$ cat config.mk
export PLATFORM = sky130hd
export DESIGN_NAME = iirb_cfg_regs
export DESIGN_NICKNAME = d
export VERILOG_FILES = /design/src/rtl/iirb_pkg.sv /design/src/rtl/iirb_cfg_regs.sv
export SDC_FILE = /design/constraint.sdc
export NUM_CORES = 1
export LEC_CHECK = 0
export BUFFER_PORTS_ARGS = -buffer_cell sky130_fd_sc_hd__buf_2
export CELL_PAD_IN_SITES_DETAIL_PLACEMENT = 1
export CELL_PAD_IN_SITES_GLOBAL_PLACEMENT = 1
export CORE_ASPECT_RATIO = 0.6
export CORE_MARGIN = 2
export CORE_UTILIZATION = 34
export DETAILED_ROUTE_END_ITERATION = 10
export PLACE_DENSITY_LB_ADDON = 0.1
export SETUP_SLACK_MARGIN = 0.4
export SYNTH_ARGS = -nofsm -noshare
export SYNTH_HDL_FRONTEND = slang
export SYNTH_SLANG_ARGS = --single-unit
$ cat constraint.sdc
create_clock -name i_clk -period 1.2 [get_ports i_clk]
set_input_delay 0.18 -clock i_clk [delete_from_list [all_inputs] [get_ports i_clk]]
set_output_delay 0.18 -clock i_clk [all_outputs]
set_load 0.005 [all_outputs]
$ cat src/rtl/iirb_pkg.sv
package iirb_pkg;

    localparam int SmpW      = 16;
    localparam int CoefW     = 18;
    localparam int FracW     = 16;
    localparam int HistDepth = 3;
    localparam int MaxOrder  = 4;
    localparam int DefOrder  = 4;
    localparam int CfgIdxW   = 3;
    localparam int CfgDataW  = CoefW;
    localparam int ProdW     = CoefW + SmpW;
    // seven products plus headroom
    localparam int AccW      = ProdW + 4;

    localparam logic signed [CoefW-1:0] FwdCoef0Rst = CoefW'(2**FracW);
    localparam logic signed [AccW-1:0]  SmpMax      = AccW'(2**(SmpW-1) - 1);
    localparam logic signed [AccW-1:0]  SmpMin      = -AccW'(2**(SmpW-1));

    typedef enum logic [CfgIdxW-1:0] {
        REG_BIAS  = 3'd0,
        REG_FEED1 = 3'd1,
        REG_FEED2 = 3'd2,
        REG_FEED3 = 3'd3,
        REG_FWD0  = 3'd4,
        REG_FWD1  = 3'd5,
        REG_FWD2  = 3'd6,
        REG_FWD3  = 3'd7
    } t_reg_idx;

    typedef struct packed {
        logic signed [SmpW-1:0]         bias;
        logic [HistDepth:1][CoefW-1:0]  feed;
        logic [MaxOrder-1:0][CoefW-1:0] fwd;
    } t_cfg;

    typedef logic [HistDepth-1:0][SmpW-1:0] t_hist;

    function automatic logic signed [SmpW-1:0] sat_smp(input logic signed [AccW-1:0] v);
        logic signed [SmpW-1:0] r;
        if (v > SmpMax) begin
            r = SmpMax[SmpW-1:0];
        end else if (v < SmpMin) begin
            r = SmpMin[SmpW-1:0];
        end else begin
            r = v[SmpW-1:0];
        end
        return r;
    endfunction

endpackage

$ cat src/rtl/iirb_cfg_regs.sv
module iirb_cfg_regs import iirb_pkg::*; (
    input  logic                i_clk,
    input  logic                i_rst_n,
    input  logic                i_cfg_we,
    input  logic [CfgIdxW-1:0]  i_cfg_idx,
    input  logic [CfgDataW-1:0] i_cfg_data,
    output t_cfg                o_cfg
);

    // unity forward gain, everything else zero
    localparam t_cfg CfgRst = '{
        bias: '0,
        feed: '0,
        fwd:  {{((MaxOrder-1)*CoefW){1'b0}}, FwdCoef0Rst}
    };

    t_cfg r_cfg;
    t_cfg n_cfg;

    always_comb begin
        n_cfg = r_cfg;
        if (i_cfg_we) begin
            unique case (t_reg_idx'(i_cfg_idx))
                REG_BIAS:  n_cfg.bias    = i_cfg_data[SmpW-1:0];
                REG_FEED1: n_cfg.feed[1] = i_cfg_data;
                REG_FEED2: n_cfg.feed[2] = i_cfg_data;
                REG_FEED3: n_cfg.feed[3] = i_cfg_data;
                REG_FWD0:  n_cfg.fwd[0]  = i_cfg_data;
                REG_FWD1:  n_cfg.fwd[1]  = i_cfg_data;
                REG_FWD2:  n_cfg.fwd[2]  = i_cfg_data;
                REG_FWD3:  n_cfg.fwd[3]  = i_cfg_data;
            endcase
        end
    end

    always_ff @(posedge i_clk) begin
        if (!i_rst_n) begin
            r_cfg <= CfgRst;
        end else begin
            r_cfg <= n_cfg;
        end
    end

    assign o_cfg = r_cfg;

endmodule

==> parameters.txt, run 1 <==
Parameter                              Value

Run status
  Status ... finished clean

Cells and area
  Max FFs per register ... 142
  Number of cells in the finished layout apart from fillers ... between 900 and 1,000
  Final core utilization ... 0.558
  Number of antenna repair diodes ... 0
  Fraction of final layout cells with drive strength greater than 1 ... 0.569
  Final std cell area, no fill ... around 0.008 sq mm
  Top library cells by usage in the layout, fill and taps aside ... 158 x nand2_1, 142 x dfxtp_2, 140 x mux2i_1
  Final net count ... between 700 and 800
  Area Overhead vs Synth ... 59.0%
  Commonest non-fill, non-tap cell in the layout ... nand2_1
  Fill count ... about 1,600

Floorplan
  Die Footprint ... about 0.016 sq mm
  Height of the die ... about 99 um
  Chip width ... between 150 and 200 um
  Number of I/O pins ... 166
  Placement Rows ... 34
  Standard cell core area ... approximately 0.015 sq mm
  Initial Util ... 0.351

Worst setup path
  Cell count along the critical path ... 1
  Setup crit end kind ... output pin
  Slowest stage delay, CP ... between 300 and 400 ps
  Startpoint type of the worst setup path ... flip-flop
  Endpoint of the worst-slack reg-to-reg timing path ... o_cfg[20]$_SDFFE_PN0P_
  Number of cells on the worst reg-to-reg path ... 4
  Startpoint of the lowest-slack register-to-register path ... o_cfg[20]$_SDFFE_PN0P_
  Critical path type ... reg2out
  Total buffers and inverters traversed by the critical path ... 1
  Arrival time at the worst endpoint ... 880 ps
  CP required ... between 1000 and 1500 ps
  Highest net fanout along the worst path ... 2
  Cell family with most CP delay ... flip-flops
  Reg2reg setup slack ... roughly 380 ps
  CP max stage cell ... dfxtp_2
  Cell chain of the critical path ... buf_2

Place
  RePlAce Congestion ... 0.729
  Placed instance area ... approximately 0.0063 sq mm
  Detailed placer's ending HPWL ... 11.1 mm
  Port Buffer Count ... 165
  Dpl cells ... ~840

Route
  Routed wire length ... 18.2 mm
  Number of optimization iterations in the first detailed-route pass ... 4
  DRC viols ... 0
  Average wire per standard cell ... about 20 um
  Vias ... roughly 4,300
  Antenna Violating Nets Remaining ... 0
  First DRT Iteration DRCs ... 122
  Number of vias per cell ... between 4 and 5

Synthesis
  Ys Warns ... 0
  Synthesized instance count ... between 400 and 500
  Flip-flop and latch count after synthesis ... ~140
  Count of distinct cell types in the synthesized netlist ... 14
  Post-synthesis cell area ... 0.00512 sq mm
  Mean instance size in the synthesized netlist ... roughly 11 sq um
  Proportion of synthesized chip area in sequential cells ... 0.555
  Post-synthesis net count ... approximately 510

Timing
  Post-route setup TNS ... 0 ps
  Worst clock skew ... 0 ps
  Setup repair after global routing missed its margin ... yes
  Highest achievable clock rate ... 945 MHz
  Transition time at the pin with the least slew margin ... approximately 450 ps
  Post-route clock period utilization ... 0.882
  Number of max-slew violations in the final report ... 0
  Worst rel slew slack ... 0.698
  Count of endpoints failing setup in the final report ... 0
  Period minus WS final ... ~1100 ps
  Final Hold Violating Endpoints ... 0

Min path
  Hold path cells ... 3
  Worst min-delay path class ... in2reg
  Startpoint of the tightest hold check path ... i_cfg_data[16]
  Worst-case hold path end point ... o_cfg[16]$_SDFFE_PN1P_

Global routing
  Number of global-route vias before repair ... about 4,500
  First-pass GRT wire length ... about 26 mm
  Antenna violations before repair ... 0
  Overall track demand over capacity in global routing ... 0.211
  Pin count of the biggest net entering global routing ... 62
  Aggregate global routing overflow ... 0

CTS
  H-tree levels ... 4
  Sinks on the clock net ... approximately 140
  Clk buf depth ... 2
  Clock tree from TritonCTS ... yes
  Clock latency at the later pin of the worst-skew pair ... roughly 400 ps
  Root buffer cell ... clkbuf_16
  Count of hold buffers inserted by post-cts repair ... 0
  Inserted Clock Buffers ... 17
  Clock edge transition at the registers on the reported setup and hold paths ... approximately 60 ps

Run
  Max Cap Viol ... 0

Pwr
  Ratio of total power to cell area ... 1380 mW/mm^2
  Worst voltage drop across the vdd grid ... between 0.8 and 0.9 mV
  Total chip power ... ~11 mW
  Leakage ... about 4.3 nW
through the flow:
step / setup slack (ps) / hold WS (ps)
2_1_floorplan: -16.9 / 340
3_3_place_gp: -108 / 439
3_5_place_dp: -157 / 447
4_1_cts: 136 / 69.8
5_1_grt: 109 / 87.1
6_report: 141 / 75.6
routing by layer:
metal,wire length [um],share of wire,GRT usage
met5,0,0,0
met4,99,0.0055,0.0402
met3,1090,0.060,0.0680
met2,8410,0.46,0.336
met1,8560,0.47,0.285
synthesized netlist by cell type:
cell	n	share of area
buf_12	1	0.0039
nand2_1	159	0.12
nand4b_1	3	0.0051
nand4bb_1	2	0.0044
buf_2	14	0.014
buf_6	1	0.0022
or4b_1	1	0.0020
nand4_1	1	0.0012
mux2i_1	142	0.28
clkbuf_1	17	0.012
buf_4	1	0.0015
dfxtp_1	142	0.55
nor2b_1	2	0.0024
and4bb_1	1	0.0024
logic make-up after synthesis:
family | after synthesis | share of synthesized area
simple gates | 169 | 0.134
mux | 142 | 0.277
flops | 142 | 0.555
buf+inv | 34 | 0.0337
final cells by class:
cell class	instances	area [sq um]	area share
Sequential cell	142	3020	0.371
Multi-Input combinational cell	312	2180	0.268
Timing Repair Buffer	227	2090	0.257
Clock buffer	20	437	0.0536
Tap cell	198	248	0.0304
Clock inverter	11	168	0.0206
worst max path at each step:
stage	startpoint	end	slack, ps
floorplan	i_cfg_idx[0]	o_cfg[135]$_SDFFE_PN0P_	-20
global placement	i_cfg_idx[0]	o_cfg[130]$_SDFFE_PN0P_	-110
detailed placement	i_cfg_idx[2]	o_cfg[138]$_SDFFE_PN0P_	-160
CTS	o_cfg[61]$_SDFFE_PN0P_	o_cfg[61]	140
global route	o_cfg[20]$_SDFFE_PN0P_	o_cfg[20]	110
finish	o_cfg[20]$_SDFFE_PN0P_	o_cfg[20]	140
power by group:
part	internal (mW)	total (mW)	switching (mW)	leakage, nW
Sequential	4.84	4.91	0.0710	1.22
Clock	3.46	5.47	2.01	0.290
Combinational	0.418	0.856	0.438	2.76
Total	8.72	11.2	2.51	4.27
worst min-delay path, delay by kind of cell:
kind	cells	cell delay [ps]
and+or+nand+nor	1	50
muxes	1	110
buffers and inverters	1	100
repair_timing:
action / 4_1_cts / 5_1_grt
setup buffers: 14 / 18
resized for setup: 200 / 49
gates cloned: 3 / 7
endpoints found under the setup margin: 164 / 229
pin swaps: 2 / 4
Power figures use the tool's default switching activity.
==> inputs of run 2 (changes only) <==
--- a/config.mk
+++ b/config.mk
@@ -5,7 +5,7 @@
 export SDC_FILE = /design/constraint.sdc
 export NUM_CORES = 1
 export LEC_CHECK = 0
-export BUFFER_PORTS_ARGS = -buffer_cell sky130_fd_sc_hd__buf_2
+export BUFFER_PORTS_ARGS = -buffer_cell sky130_fd_sc_hd__buf_4
 export CELL_PAD_IN_SITES_DETAIL_PLACEMENT = 1
 export CELL_PAD_IN_SITES_GLOBAL_PLACEMENT = 1
 export CORE_ASPECT_RATIO = 0.6
==> parameters.txt, run 2 (same netlist as run 1, synthesis figures left out) <==
Parameter                              Value

Route
  Number of optimization iterations in the first detailed-route pass ... 4
  Routed wire length ... 18.8 mm
  Antenna Violating Nets Remaining ... 0
  First DRT Iteration DRCs ... around 140
  DRC viols ... 0
  Number of vias per cell ... about 4.8
  Average wire per standard cell ... approximately 21 um
  Vias ... approximately 4,400

CTS
  Sinks on the clock net ... ~140
  Clock edge transition at the registers on the reported setup and hold paths ... 60 ps
  Clock latency at the later pin of the worst-skew pair ... 410 ps
  Inserted Clock Buffers ... 17
  Root buffer cell ... clkbuf_16
  H-tree levels ... 4
  Count of hold buffers inserted by post-cts repair ... 0
  Clk buf depth ... 2
  Clock tree from TritonCTS ... yes

Floorplan
  Number of I/O pins ... between 150 and 200
  Standard cell core area ... 0.0146 sq mm
  Height of the die ... 99.1 um
  Die Footprint ... between 0.015 and 0.02 sq mm
  Placement Rows ... 34
  Initial Util ... 0.351
  Chip width ... between 150 and 200 um

Pwr
  Ratio of total power to cell area ... roughly 1300 mW/mm^2
  Leakage ... 4.34 nW
  Total chip power ... ~11 mW
  Worst voltage drop across the vdd grid ... ~0.86 mV

Timing
  Post-route worst setup slack ... between 100 and 150 ps
  Transition time at the pin with the least slew margin ... approximately 470 ps
  Number of max-slew violations in the final report ... 0
  Post-route clock period utilization ... 0.882
  Final Hold Violating Endpoints ... 0
  Count of endpoints failing setup in the final report ... 0
  Period minus WS final ... 1060 ps
  Worst clock skew ... 0 ps
  Highest achievable clock rate ... between 900 and 1000 MHz
  Worst rel slew slack ... 0.689
  Setup repair after global routing missed its margin ... yes

Global routing
  Overall track demand over capacity in global routing ... 0.220
  First-pass GRT wire length ... about 26 mm
  Antenna violations before repair ... 0
  Number of global-route vias before repair ... 4,516
  Aggregate global routing overflow ... 0
  Pin count of the biggest net entering global routing ... between 60 and 70

Worst setup path
  Startpoint type of the worst setup path ... flip-flop
  Arrival time at the worst endpoint ... 880 ps
  Total buffers and inverters traversed by the critical path ... 1
  Slowest stage delay, CP ... roughly 370 ps
  CP max stage cell ... dfxtp_2
  Cell chain of the critical path ... buf_6
  Critical path type ... reg2out
  Setup crit end kind ... output pin
  CP required ... roughly 1000 ps
  Cell family with most CP delay ... flip-flops
  Highest net fanout along the worst path ... 2

Min path
  Worst min-delay path class ... in2reg

Place
  Port Buffer Count ... about 170
  Dpl cells ... approximately 840
  Placed instance area ... 0.00676 sq mm
  RePlAce Congestion ... ~0.77
  Detailed placer's ending HPWL ... around 11 mm
  Worst slack, placed ... -172 ps

Cells and area
  Final std cell area, no fill ... 0.00865 sq mm
  Fraction of final layout cells with drive strength greater than 1 ... 0.569
  Final net count ... around 720
  Top library cells by usage in the layout, fill and taps aside ... 159 x nand2_1, 151 x buf_6, 142 x dfxtp_2
  Max FFs per register ... around 140
  Final core utilization ... 0.593
  Number of cells in the finished layout apart from fillers ... between 900 and 1,000
  Commonest non-fill, non-tap cell in the layout ... nand2_1
  Number of antenna repair diodes ... 0
  Area Overhead vs Synth ... 68.8%
  Fill count ... around 1,500

Run status
  Status ... finished clean

Run
  Max Cap Viol ... 0
==> run 2: cell count changes in the layout (fill, tap and decap cells not counted), sizes merged <==
cell,before,now
buf,222,219
bufinv,4,1
clkinv,5,6
inv,0,5
clkbuf,25,26
==> run 2: final cells by class <==
cell class	instances	area, sq um	area share
Clock buffer	18	439	0.0508
Sequential cell	142	3020	0.349
Clock inverter	14	134	0.0155
Multi-Input combinational cell	312	2150	0.249
Tap cell	198	248	0.0287
Timing Repair Buffer	227	2660	0.307
==> run 2: per-layer routing <==
layer  share of wire  wire length (um)  vias up  GRT usage
li1                -                 -     2057          -
met1            0.46              8640     2168      0.292
met2            0.46              8690      114      0.347
met3           0.062              1160       19     0.0684
met4           0.014               270        0     0.0633
met5               0                 0        -          0
==> run 2: repair_timing <==
action,CTS,global route
cloned,4,10
resized for setup,292,17
setup buffers,7,16
endpoints found under the setup margin,163,253
pin swaps,3,2
==> run 2: power breakdown <==
group | leakage [nW] | switching, mW | internal (mW)
sequential | 1.22 | 0.0826 | 4.84
combinational | 2.85 | 0.441 | 0.509
clock | 0.278 | 2.22 | 2.95
total | 4.34 | 2.74 | 8.29
==> run 2: final timing paths <==
check | from | endpoint | slack, ps | cells after the start
worst max-delay path | o_cfg[61]$_SDFFE_PN0P_ | o_cfg[61] | 140 | 1
worst min-delay path | i_cfg_data[16] | o_cfg[16]$_SDFFE_PN1P_ | 60 | 3
worst max register to register | o_cfg[113]$_SDFFE_PN0P_ | o_cfg[113]$_SDFFE_PN0P_ | 390 | 4
worst min register to register | o_cfg[86]$_SDFFE_PN0P_ | o_cfg[86]$_SDFFE_PN0P_ | 460 | 2
==> run 2: per-stage QoR <==
stage	hold WS (ps)	TNS, ps
final	60.2	0
after global routing	86.2	0
after CTS	43.7	0
after detailed placement	455	-3250
after global placement	444	-2220
after floorplan	340	-169
